## src/hw/rtl/hame_pkg.sv

```systemverilog
// Package: shared types and constants for the mutation enumerator.
`default_nettype none
package hame_pkg;

	localparam int POSITION_BITS = 16;
	localparam int BEGIN_W       = 16;
	localparam int END_W         = 17;
	localparam int CMP_W         = (POSITION_BITS + 1 > END_W) ? POSITION_BITS + 1 : END_W;
	localparam int CFG_INDEX_W   = 2;
	localparam int CFG_DATA_W    = 17;
	localparam int NUM_SLOTS     = 9;
	localparam int SLOT_W        = 4;

	localparam logic [CFG_INDEX_W-1:0] REG_WINDOW_BEGIN = CFG_INDEX_W'(0);
	localparam logic [CFG_INDEX_W-1:0] REG_WINDOW_END   = CFG_INDEX_W'(1);

	localparam logic [1:0] KIND_SUB = 2'd0;
	localparam logic [1:0] KIND_INS = 2'd1;
	localparam logic [1:0] KIND_DEL = 2'd2;

	localparam logic [SLOT_W-1:0] SLOT_INS0 = SLOT_W'(4);
	localparam logic [SLOT_W-1:0] SLOT_DEL  = SLOT_W'(8);

	typedef struct packed {
		logic [1:0] template_base;
		logic       first_base;
	} in_item_t;

	typedef struct packed {
		logic [1:0]               mutation_kind;
		logic [POSITION_BITS-1:0] mutation_position;
		logic [1:0]               new_base;
		logic                     last_of_run;
	} out_item_t;

	typedef struct packed {
		logic [1:0]               base;
		logic [1:0]               prev;
		logic                     have_prev;
		logic [POSITION_BITS-1:0] pos;
	} desc_t;

endpackage
`default_nettype wire

```

## src/hw/rtl/homopolymer_aware_mutation_enumerator.sv

```systemverilog
// Top level: single-base mutation enumerator with homopolymer-aware indels.
// Bases are taken one per transaction and at most one per cycle while the
// two-entry queue between front and back ends has room; a base outside
// [window_begin, window_end) is accepted but not queued and gives no
// results. A base inside the window gives six to eight result transactions,
// one per cycle from the output register while out_ready is held high, so
// with a steady stream the back end's slot walker sets the pace. A base
// passes through the queue and slot mask register to the output register.
// Configuration writes are always taken and must be made while the block is idle.
`default_nettype none
module homopolymer_aware_mutation_enumerator
	import hame_pkg::*;
(
	input  wire logic                   clk,
	input  wire logic                   arst_n,
	input  wire logic                   cfg_valid,
	output logic                        cfg_ready,
	input  wire logic [CFG_INDEX_W-1:0] cfg_index,
	input  wire logic [CFG_DATA_W-1:0]  cfg_data,
	input  wire logic                   in_valid,
	output logic                        in_ready,
	input  wire in_item_t               in_data,
	output logic                        out_valid,
	input  wire logic                   out_ready,
	output out_item_t                   out_data
);

	logic  push;
	logic  full;
	logic  not_empty;
	logic  pop;
	desc_t push_desc;
	desc_t pop_desc;

	assign cfg_ready = 1'b1;
	assign in_ready  = !full;

	hame_front u_front (
		.clk       (clk),
		.arst_n    (arst_n),
		.cfg_valid (cfg_valid),
		.cfg_index (cfg_index),
		.cfg_data  (cfg_data),
		.accept    (in_valid && in_ready),
		.item      (in_data),
		.push      (push),
		.desc      (push_desc)
	);

	hame_fifo u_fifo (
		.clk       (clk),
		.arst_n    (arst_n),
		.push      (push),
		.push_data (push_desc),
		.full      (full),
		.not_empty (not_empty),
		.pop       (pop),
		.pop_data  (pop_desc)
	);

	hame_back u_back (
		.clk        (clk),
		.arst_n     (arst_n),
		.desc_valid (not_empty),
		.desc       (pop_desc),
		.pop        (pop),
		.out_valid  (out_valid),
		.out_ready  (out_ready),
		.out_data   (out_data)
	);

endmodule
`default_nettype wire

```

## src/hw/rtl/hame_front.sv

```systemverilog
// Front end: window registers, position and previous-base tracking, classification.
`default_nettype none
module hame_front
	import hame_pkg::*;
(
	input  wire logic                   clk,
	input  wire logic                   arst_n,
	input  wire logic                   cfg_valid,
	input  wire logic [CFG_INDEX_W-1:0] cfg_index,
	input  wire logic [CFG_DATA_W-1:0]  cfg_data,
	input  wire logic                   accept,
	input  wire in_item_t               item,
	output logic                        push,
	output desc_t                       desc
);

	logic [BEGIN_W-1:0]       window_begin_q;
	logic [END_W-1:0]         window_end_q;
	logic [1:0]               prev_base_q;
	logic                     prev_present_q;
	logic [POSITION_BITS:0]   pos_count_q;
	logic [POSITION_BITS:0]   pos;
	logic                     have_prev;
	logic                     in_window;

	always_comb begin
		pos       = item.first_base ? '0 : pos_count_q;
		have_prev = item.first_base ? 1'b0 : prev_present_q;
		in_window = !pos[POSITION_BITS]
			&& (CMP_W'(pos) >= CMP_W'(window_begin_q))
			&& (CMP_W'(pos) < CMP_W'(window_end_q));
	end

	assign push           = accept && in_window;
	assign desc.base      = item.template_base;
	assign desc.prev      = prev_base_q;
	assign desc.have_prev = have_prev;
	assign desc.pos       = pos[POSITION_BITS-1:0];

	always_ff @(posedge clk or negedge arst_n) begin
		if (!arst_n) begin
			window_begin_q <= '0;
			window_end_q   <= END_W'(65536);
			prev_base_q    <= '0;
			prev_present_q <= 1'b0;
			pos_count_q    <= '0;
		end else begin
			if (cfg_valid) begin
				case (cfg_index)
					REG_WINDOW_BEGIN: window_begin_q <= cfg_data[BEGIN_W-1:0];
					REG_WINDOW_END:   window_end_q   <= cfg_data[END_W-1:0];
					default: ;
				endcase
			end
			if (accept) begin
				prev_base_q    <= item.template_base;
				prev_present_q <= 1'b1;
				// saturates at 2^POSITION_BITS
				pos_count_q    <= pos[POSITION_BITS] ? pos : pos + 1'b1;
			end
		end
	end

endmodule
`default_nettype wire

```

## src/hw/rtl/hame_fifo.sv

```systemverilog
// Two-entry queue of classified bases between front and back ends.
`default_nettype none
module hame_fifo
	import hame_pkg::*;
(
	input  wire logic  clk,
	input  wire logic  arst_n,
	input  wire logic  push,
	input  wire desc_t push_data,
	output logic       full,
	output logic       not_empty,
	input  wire logic  pop,
	output desc_t      pop_data
);

	desc_t      mem_q [2];
	logic       wr_ptr_q;
	logic       rd_ptr_q;
	logic [1:0] count_q;

	assign full      = count_q == 2'd2;
	assign not_empty = count_q != 2'd0;
	assign pop_data  = mem_q[rd_ptr_q];

	always_ff @(posedge clk) begin
		if (push) begin
			mem_q[wr_ptr_q] <= push_data;
		end
	end

	always_ff @(posedge clk or negedge arst_n) begin
		if (!arst_n) begin
			wr_ptr_q <= 1'b0;
			rd_ptr_q <= 1'b0;
			count_q  <= '0;
		end else begin
			if (push) begin
				wr_ptr_q <= !wr_ptr_q;
			end
			if (pop) begin
				rd_ptr_q <= !rd_ptr_q;
			end
			case ({push, pop})
				2'b10:   count_q <= count_q + 2'd1;
				2'b01:   count_q <= count_q - 2'd1;
				default: count_q <= count_q;
			endcase
		end
	end

endmodule
`default_nettype wire

```

## src/hw/rtl/hame_back.sv

```systemverilog
// Back end: walks the mutation slots of one base and drives the result register.
`default_nettype none
module hame_back
	import hame_pkg::*;
(
	input  wire logic      clk,
	input  wire logic      arst_n,
	input  wire logic      desc_valid,
	input  wire desc_t     desc,
	output logic           pop,
	output logic           out_valid,
	input  wire logic      out_ready,
	output out_item_t      out_data
);

	logic [NUM_SLOTS-1:0]     mask_q;
	logic [POSITION_BITS-1:0] pos_q;
	logic                     out_valid_q;
	out_item_t                out_q;

	logic [NUM_SLOTS-1:0]     new_mask;
	logic [NUM_SLOTS-1:0]     mask_rest;
	logic [SLOT_W-1:0]        slot;
	logic                     advance;
	out_item_t                next_out;

	always_comb begin
		for (int b = 0; b < 4; b++) begin
			new_mask[b]     = desc.base != 2'(b);
			new_mask[b + 4] = !desc.have_prev || (desc.prev != 2'(b));
		end
		new_mask[NUM_SLOTS-1] = !desc.have_prev || (desc.base != desc.prev);

		slot = '0;
		for (int i = NUM_SLOTS - 1; i >= 0; i--) begin
			if (mask_q[i]) begin
				slot = SLOT_W'(i);
			end
		end

		mask_rest = mask_q & ~(NUM_SLOTS'(1) << slot);
		advance   = (mask_q != '0) && (!out_valid_q || out_ready);
		pop       = desc_valid && ((mask_q == '0) || (advance && (mask_rest == '0)));

		if (slot == SLOT_DEL) begin
			next_out.mutation_kind = KIND_DEL;
			next_out.new_base      = 2'd0;
		end else if (slot >= SLOT_INS0) begin
			next_out.mutation_kind = KIND_INS;
			next_out.new_base      = slot[1:0];
		end else begin
			next_out.mutation_kind = KIND_SUB;
			next_out.new_base      = slot[1:0];
		end
		next_out.mutation_position = pos_q;
		next_out.last_of_run       = mask_rest == '0;
	end

	assign out_valid = out_valid_q;
	assign out_data  = out_q;

	always_ff @(posedge clk) begin
		if (advance) begin
			out_q <= next_out;
		end
		if (pop) begin
			pos_q <= desc.pos;
		end
	end

	always_ff @(posedge clk or negedge arst_n) begin
		if (!arst_n) begin
			mask_q      <= '0;
			out_valid_q <= 1'b0;
		end else begin
			if (pop) begin
				mask_q <= new_mask;
			end else if (advance) begin
				mask_q <= mask_rest;
			end
			if (advance) begin
				out_valid_q <= 1'b1;
			end else if (out_ready) begin
				out_valid_q <= 1'b0;
			end
		end
	end

endmodule
`default_nettype wire

```

## config.mk

```make
export PLATFORM = sky130hd
export DESIGN_NAME = homopolymer_aware_mutation_enumerator
export DESIGN_NICKNAME = d
export VERILOG_FILES = /design/src/hw/rtl/hame_pkg.sv /design/src/hw/rtl/homopolymer_aware_mutation_enumerator.sv /design/src/hw/rtl/hame_front.sv /design/src/hw/rtl/hame_fifo.sv /design/src/hw/rtl/hame_back.sv
export SDC_FILE = /design/constraint.sdc
export NUM_CORES = 1
export LEC_CHECK = 0
export BUFFER_PORTS_ARGS = -buffer_cell sky130_fd_sc_hd__buf_2
export CAP_MARGIN = 20
export CORE_ASPECT_RATIO = 1.2
export CORE_MARGIN = 2
export CORE_UTILIZATION = 25
export DETAILED_ROUTE_END_ITERATION = 8
export GPL_TIMING_DRIVEN = 0
export PLACE_DENSITY = 0.51
export RECOVER_POWER = 50
export SYNTH_ARGS = -nofsm -noshare
export SYNTH_HDL_FRONTEND = slang
export SYNTH_HIERARCHICAL = 1
export SYNTH_SLANG_ARGS = --single-unit
```

## constraint.sdc

```tcl
create_clock -name clk -period 4.2 [get_ports clk]
set_clock_uncertainty 0.2 [all_clocks]
set_input_delay 0.84 -clock clk [delete_from_list [all_inputs] [get_ports clk]]
set_output_delay 0.84 -clock clk [all_outputs]
set_load 0.005 [all_outputs]
```

# Word level (Yosys, flattened, before mapping)
# Memory sizes are Yosys's and may differ from the RTL's.
# Index checks and enable logic that the tools add are counted.
dict set report totals {
  register_bits 104
  latchBits 0
  ram_bits 42
  rom_bits 0
  inputBits 27
  output_inout_bits 24
  word_cells 89
  memories 1
}
# memory words word_bits rd rd_ports_with_merged_regs write_ports line
set mem_list {}
lappend mem_list {u_fifo.mem_q 2 21 1 0 1 hame_fifo.sv:16} ;# desc_t mem_q [2];
dict set report op_classes {
  addsub 3
  n_mul 0
  div 0
  magnitude_cmp 3
  n_eq_ne 12
  n_shift 1
  muxes 20
  bitwise_logic 2
  reduce_logical 32
}
# op count
set ops {}
lappend ops {{two-way mux 4 bit} 9}
lappend ops {{two-way mux 17 bit} 2}
lappend ops {{logical NOT 9 bit} 2}
lappend ops {{two-way mux 9 bit} 2}
lappend ops {{adder 17 x 1 -> 17 bit, second input constant} 1}
lappend ops {{>= comparator 17 x 16 -> 1 bit} 1}
lappend ops {{< comparator 17 bit} 1}
lappend ops {{nonzero test 2 bit} 6}
lappend ops {{AND 9 bit} 1}
lappend ops {{NOT 9 bit} 1}
lappend ops {{nonzero test 9 bit} 1}
lappend ops {{<< shifter 1 x 4 -> 9 bit, first input constant} 1}
lappend ops {{!= test 2 bit, second input constant} 4}
lappend ops {{logical AND 1 bit} 7}
lappend ops {{logical OR 1 bit} 7}
lappend ops {{logical NOT 1 bit} 6}
lappend ops {{two-way mux 1 bit} 6}
lappend ops {{equality test 2 x 1 -> 1 bit, second input constant} 2}
lappend ops {{equality test 2 bit, second input constant} 2}
lappend ops {{equality test 4 bit, second input constant} 1}
lappend ops {{>= comparator 4 x 3 -> 1 bit, second input constant} 1}
lappend ops {{!= test 2 x 1 -> 1 bit, second input constant} 2}
lappend ops {{one-hot mux 2 bit (2 select lines)} 1}
lappend ops {{AND reduction 2 bit} 2}
lappend ops {{other kinds (4)} 4}

# Longest topological paths before layout
# Gate-level depths: netlist of the first run.
dict set report depth {
  ltp_word 18
  mapped_depth 14
  depth_no_buf 13
}

# Cells and area by module
# The synthesis of the first run kept the hierarchy.
# module n_inst cells_each area_per_inst_um2 seq_area_each_um2
set by_module_without_submodules {}
lappend by_module_without_submodules {hame_front 1 318 3190.6 1327.5}
lappend by_module_without_submodules {hame_back 1 115 1796.7 1361.3}
lappend by_module_without_submodules {hame_fifo 1 81 1709.1 1361.3}
lappend by_module_without_submodules {homopolymer_aware_mutation_enumerator 1 4 21.3 0.0}

# Worst setup path after synthesis of the first run
# OpenSTA, ideal clock, no wires.
dict set report synth_path {
  path_kind {input to register}
  startpoint {input port in_data[0] (netlist bit)}
  endpoint {memory u_fifo/mem_q[0][0] (netlist bit), enable pin}
  setup_ns 0.399
  arrival_ns 3.663
  required_ns 3.601
  setup_slack_ns -0.062
  stages 11
  n_path_buf 2
  path_cell_list {buf_6 > clkbuf_1 > nor2_1 > ha_1 > a21o_1 > a21o_1 > a211oi_1 > o31ai_1 > a211oi_1 > inv_1 > nor2_1}
}
# element line
set synth_rtl {}
lappend synth_rtl {{start: declaration} homopolymer_aware_mutation_enumerator.sv:22} ;# input wire in_item_t in_data,
lappend synth_rtl {{end: declaration} hame_fifo.sv:16}

==> results of run 1 <==
==> cell usage in the layout, fill, tap and decap left out, types with 4 or more instances in the layout <==
master | Yosys | layout
a21oi_1 | 14 | 14
nor2_1 | 18 | 15
clkbuf_16 | 0 | 18
mux2i_1 | 4 | 4
xor2_1 | 9 | 9
mux2_2 | 42 | 39
or2_2 | 5 | 5
buf_2 | 2 | 45
xnor2_1 | 10 | 10
dfrtp_1 | 66 | 66
o21ai_0 | 26 | 26
nand2_1 | 48 | 48
clkbuf_1 | 6 | 19
edfxtp_1 | 79 | 79
nor3b_1 | 4 | 4
nand3_1 | 7 | 7
o21ai_1 | 7 | 7
ha_1 | 33 | 33
nor2b_1 | 20 | 21
nand4_1 | 7 | 7
inv_1 | 41 | 41
==> logic make-up (layout without fill, tap and decap cells) <==
group	Yosys count	after routing	synth area share, %
fa+ha+maj	35	35	6.44
buf+inv	57	139	3.89
mux	46	46	7.64
compound gates	72	72	6.91
xor+xnor	19	19	2.48
simple gates	142	143	12.3
flops	146	146	60.3
other cells	1	1	0.0558
==> layout make-up <==
type	instances	area (µm²)
Fill cell	2700	18400
Sequential cell	146	4050
Multi-Input combinational cell	316	2430
Clock buffer	23	469
Tap cell	335	419
Timing Repair Buffer	50	256
Inverter	41	154
Buffer	16	86.3
Clock inverter	9	85.1
==> final timing paths <==
| path | start | endpoint | slack (ps) | cells after the start |
|---|---|---|---|---|
| worst max-delay path | in_data[0] | u_fifo/mem_q[0][8] | 320 | 11 |
| worst min-delay path | u_back/pos_q[5] | u_back/out_data[8] | 220 | 0 |
| worst max register to register | u_front/pos_count_q[14] | u_fifo/mem_q[0][8] | 780 | 10 |
| worst min register to register | u_back/pos_q[5] | u_back/out_data[8] | 220 | 0 |
| max in group asynchronous | arst_n | u_front/window_end_q[13] | 1630 | 2 |
| min in group asynchronous | arst_n | u_back/mask_q[4] | 260 | 1 |
==> power breakdown <==
part / switching (W) / internal (W) / total [W]
combinational: 0.000534 / 0.000461 / 0.000995
sequential: 0.000154 / 0.00186 / 0.00201
clock: 0.000571 / 0.000848 / 0.00142
==> stage by stage <==
step,hold slack [ps],utilization [%]
2_1_floorplan,200,-
3_3_place_gp,204,28.0
3_5_place_dp,208,28.2
4_1_cts,53.0,30.3
5_1_grt,223,30.2
6_report,219,30.2
==> flip-flops by register name, indices dropped and copies added, names as in the netlist <==
signal	flops
u_back/out_data	21
u_front/window_end_q	17
u_fifo/count_q	2
u_fifo/mem_q	42
u_front/prev_base_q	2
u_fifo/wr_ptr_q	1
u_front/window_begin_q	16
u_fifo/rd_ptr_q	1
u_back/out_valid	1
u_front/pos_count_q	17
u_front/prev_present_q	1
u_back/pos_q	16
u_back/mask_q	9
==> what timing repair did <==
action,4_1_cts,5_1_grt
cloned,0,1
setup endpoints to repair,43,21
gates resized for setup,4,1
==> layer usage <==
metal	global-route usage, %	routed length (µm)
met5	0	0
met4	4.55	344
met3	2.81	483
met2	15.8	6220
met1	12.2	6210
==> reports/results.txt, run 1 <==
status: complete, no violations
synth top area cells: edfxtp_1 35%, dfrtp_1 25%, mux2_2 7.0%
cts bufs inserted: 17
MaxCap Viol Count: 0
CP required: 4070 ps
Hold Crit Class: flop to flop
Final nets: 648
register area share after synthesis: 60.3%
setup bufs post-CTS: 0
Vias per Instance: 4.27
Overflow after GRT: 0
CTS tree: built
number of synthesized flops with an enable pin: 79
antenna violations before repair: 0
total chip power: 0.00442 W
critical path's largest stage delay: 460 ps
area grow syn2layout: 18.3%
Worst-path clk slew: 60 ps
Post-Syn Area: 6720 µm²
Worst-Margin Slew: 1480 ps
drt first-iter violations: 178
root buf cell: clkbuf_16
vias in the first global route: 4022
Buf/Inv on CP: 3
placed cell areas: 7430 µm²
Worst Setup Path Type: primary input to flop
drt drc: 0
setup ws final: 318 ps
Final Max Slew Viols: 0
Max Buffers Root-to-Sink: 2
Synth top area share: 35.3%
critical path arrival: 3750 ps
layout cells sized above 1: 25.0%
width of the die: 154 µm
asr flop ratio synth: 45.9%
post-layout min period: 3880 ps
RSZ-0062 raised after global routing: false
Rows: 65
pre-CTS setup slack: -1160 ps
WL final: 13.3 mm
Final Setup Violations: 0
f_max: 258 MHz
clk_lat worst skew: 420 ps
Antenna Cells: 0
final worst-path cycle share: 92.4%
number of synthesized register bits: 146
Fin Setup TNS: 0 ps
Slowest cell on crit path: nor2_2
Synth cell types: 65
placed insts: 903
CP dominant cell by count: a21o_1
Ports: 51
Syn Inst Count: 518
WL per Instance: 14.2 µm
first-pass GRT wire length: 21.5 mm
Routed Antenna Nets: 0
most numerous cell in the Yosys netlist: edfxtp_1
delay-heaviest family, CP: compound AO/OA/AOI/OAI gates
power density cells: 557 nW/µm²
pin count of the biggest net entering global routing: 58
starting density of the core: 25.5%
TritonRoute pass-1 iters: 4
fin area: 7950 µm²
GRT Util Overall: 9.81%
Max transition margin: 1.10%
syn nets: 578
Leak: 3.21 nW
hold_buf cts: 0
core area: 26400 µm²
critical path launch point type: primary input
Mean Syn Cell Area: 13.0 µm²
worst ir drop on vdd: 0.000207 V
Post-synth top flop: edfxtp_1
port buffer count: 48
# clock sinks: 146
Placer Congestion: 0.742
top post-synthesis cells by count: 79 x edfxtp_1, 66 x dfrtp_1, 48 x nand2_1
crit-path max FO: 11
Hold Vio Cnt, Final: 0
die area: 28200 µm²
CP Cell Sequence: buf_6 -> clkbuf_1 -> nor2_2 -> ha_1 -> a21o_1 -> a21o_1 -> a211oi_1 -> o31ai_1 -> a211oi_2 -> inv_1 -> nor2_4
Via Count: 3998
Non-Filler Instances: 936
H-tree depth: 4
endpoint type of the worst setup path: flop
Synth area leader: edfxtp_1
Die Y: 184 µm
Yosys warnings: 6
HPWL after DPL: 9.55 mm
Power figures use the tool's default switching activity.
==> inputs of run 2 (changes only) <==
- CTS_BUF_LIST: unset -> sky130_fd_sc_hd__clkbuf_2 sky130_fd_sc_hd__clkbuf_4 sky130_fd_sc_hd__clkbuf_8
- PLACE_DENSITY: 0.51 -> 0.52
- clock period: 4.2 -> 3.5 ns (I/O delays scaled with it)
==> reports/results.txt, run 2 (same netlist as run 1, synthesis figures left out) <==
Fin Setup TNS: 0 ps (unchanged)
Via Count: 4037 (+0.98%)
Rows: 65 (unchanged)
area grow syn2layout: 17.0%
vias in the first global route: 4138 (+2.9%)
clock power share: 27.8% (-4.3 points)
CTS tree: built
WL final: 13.1 mm (-0.87%)
sequential power share: 48.0% (+2.6 points)
RSZ-0062 raised after global routing: false
most frequent cells in the layout: 79 x edfxtp_1, 66 x dfrtp_1, 48 x nand2_1
Worst Setup Path Type: primary input to flop
fin area: 7860 µm² (-1.1%)
Overflow after GRT: 0 (unchanged)
critical path launch point type: primary input
Int Pwr: 0.00355 W (+12%)
pre-CTS setup slack: -1030 ps (+129 ps)
post-layout util: 29.8% (-0.33 points)
Crit Reg-Reg Endpoint: u_fifo/count_q[1]
Worst Reg-to-Reg Cells: 11 (+1)
post-layout min period: 3330 ps
Hold Vio Cnt, Final: 0 (unchanged)
port buffer count: 48 (unchanged)
drt drc: 0 (unchanged)
endpoint type of the worst setup path: flop
worst ir drop on vdd: 0.000177 V (-14%)
Final Setup Violations: 0 (unchanged)
Hold Crit Class: flop to flop
Antenna Cells: 0 (unchanged)
setup ws final: 171 ps (-147 ps)
crit-path max FO: 10 (-1)
first-pass GRT wire length: 21.6 mm (+0.22%)
# clock sinks: 146 (unchanged)
Worst-path clk slew: 80 ps (+20 ps)
max FFs per register: 42 (unchanged)
Routed Antenna Nets: 0 (unchanged)
cts bufs inserted: 17 (unchanged)
Die Y: 184 µm (unchanged)
HPWL after DPL: 9.47 mm (-0.83%)
status: complete, no violations
TritonRoute pass-1 iters: 5 (+1)
core area: 26400 µm² (unchanged)
Worst-Margin Slew: 1460 ps (-28.2 ps)
critical path arrival: 3510 ps (-240 ps)
root buf cell: clkbuf_8
Reg2Reg Setup Slack: 210 ps (-570 ps)
MaxCap Viol Count: 0 (unchanged)
CP endpoint: u_fifo/count_q[1]
Sw Pwr: 0.00146 W (+16%)
Max Buffers Root-to-Sink: 2 (unchanged)
Setup crit start: in_data[0]
clk_lat worst skew: 450 ps (+30 ps)
Max transition margin: 2.99% (+1.9 points)
power density cells: 637 nW/µm² (+14%)
worst flop-to-flop path startpoint: u_front/pos_count_q[4]
placed cell areas: 7440 µm² (+0.13%)
H-tree depth: 4 (unchanged)
most flop-heavy register: u_fifo/mem_q
final worst-path cycle share: 95.1%
f_max: 300 MHz
CP required: 3680 ps (-390 ps)
Leak: 3.16 nW (-1.6%)
pin count of the biggest net entering global routing: 57 (-1.7%)
WL per Instance: 14.0 µm (-0.97%)
Hold Path Depth: 0 (unchanged)
drt first-iter violations: 174 (-2.2%)
width of the die: 154 µm (unchanged)
Placer Congestion: 0.745 (+0.43%)
Vias per Instance: 4.31 (+0.87%)
Ports: 51 (unchanged)
die area: 28200 µm² (unchanged)
Final Max Slew Viols: 0 (unchanged)
Sw Share: 29.2% (+0.74 points)
most common cell after layout, fill and taps aside: edfxtp_1
Final nets: 650 (+0.31%)
layout cells sized above 1: 26.9% (+2.0 points)
GRT Util Overall: 9.94% (+0.12 points)
starting density of the core: 25.5% (unchanged)
antenna violations before repair: 0 (unchanged)
logic gate share of total power: 24.2% (+1.7 points)
-- run 2: layer usage --
layer / part of all wire, % / track usage (%) / vias to the layer above
met2: 48 / 16.3 / 65
met1: 45 / 11.8 / 1952
met4: 3.0 / 5.47 / 0
li1: - / - / 1998
met5: 0 / 0 / -
met3: 4.2 / 2.85 / 22
-- run 2: how the worst min path moves through the flow --
stage	startpoint	end	slack (ps)
6_report	u_back/pos_q[6]	u_back/out_data[9]	220
5_1_grt	u_back/pos_q[12]	u_back/out_data[15]	230
4_1_cts	u_back/pos_q[13]	u_back/out_data[16]	220
3_5_place_dp	u_back/pos_q[5]	u_back/out_data[8]	200
3_3_place_gp	u_back/pos_q[8]	u_back/out_data[11]	200
2_1_floorplan	arst_n	u_back/mask_q[0]	200
-- run 2: cell type report --
| type | count | area [µm²] |
|---|---|---|
| buffer | 16 | 92.6 |
| clock buffer | 22 | 284 |
| clock inverter | 9 | 131 |
| fill | 2740 | 18500 |
| inverter | 41 | 158 |
| multi-input combinational | 316 | 2460 |
| sequential | 146 | 4050 |
| tap | 335 | 419 |
| timing repair buffer | 52 | 269 |
-- run 2: through the flow --
stage | hold slack (ps) | instances | total power, W
4_1_cts | 216 | 936 | 0.00512
2_1_floorplan | 200 | 518 | 0.00330
5_1_grt | 229 | 937 | 0.00532
3_3_place_gp | 205 | 901 | 0.00365
6_report | 216 | 937 | 0.00501
3_5_place_dp | 205 | 903 | 0.00368
-- run 2: timing repair --
item,in CTS,in global routing
setup buffers,0,1
cloned,1,0
endpoints found under the hold margin,11,0
pin swaps,2,1
resized for setup,7,5
setup endpoints to repair,44,33
hold buffers,1,0
-- run 2: critical path: stages --
cell and delay [ps]:
buf_6 110, clkbuf_2 230, nor2_4 230, ha_1 270, a21o_1 180, a21o_1 170
a211oi_1 220, o31ai_1 150, a211oi_4 350, inv_1 220, ha_1 370, nor2_1 140
xor2_1 150
-- run 2: power by group through the flow --
stage	combinational (W)	clock, W	sequential [W]
after floorplan	0.000894	0	0.00241
final	0.00121	0.00139	0.00241
after detailed placement	0.00124	0	0.00244
after CTS	0.00126	0.00145	0.00241
after global routing	0.00136	0.00151	0.00245
after global placement	0.00122	0	0.00243
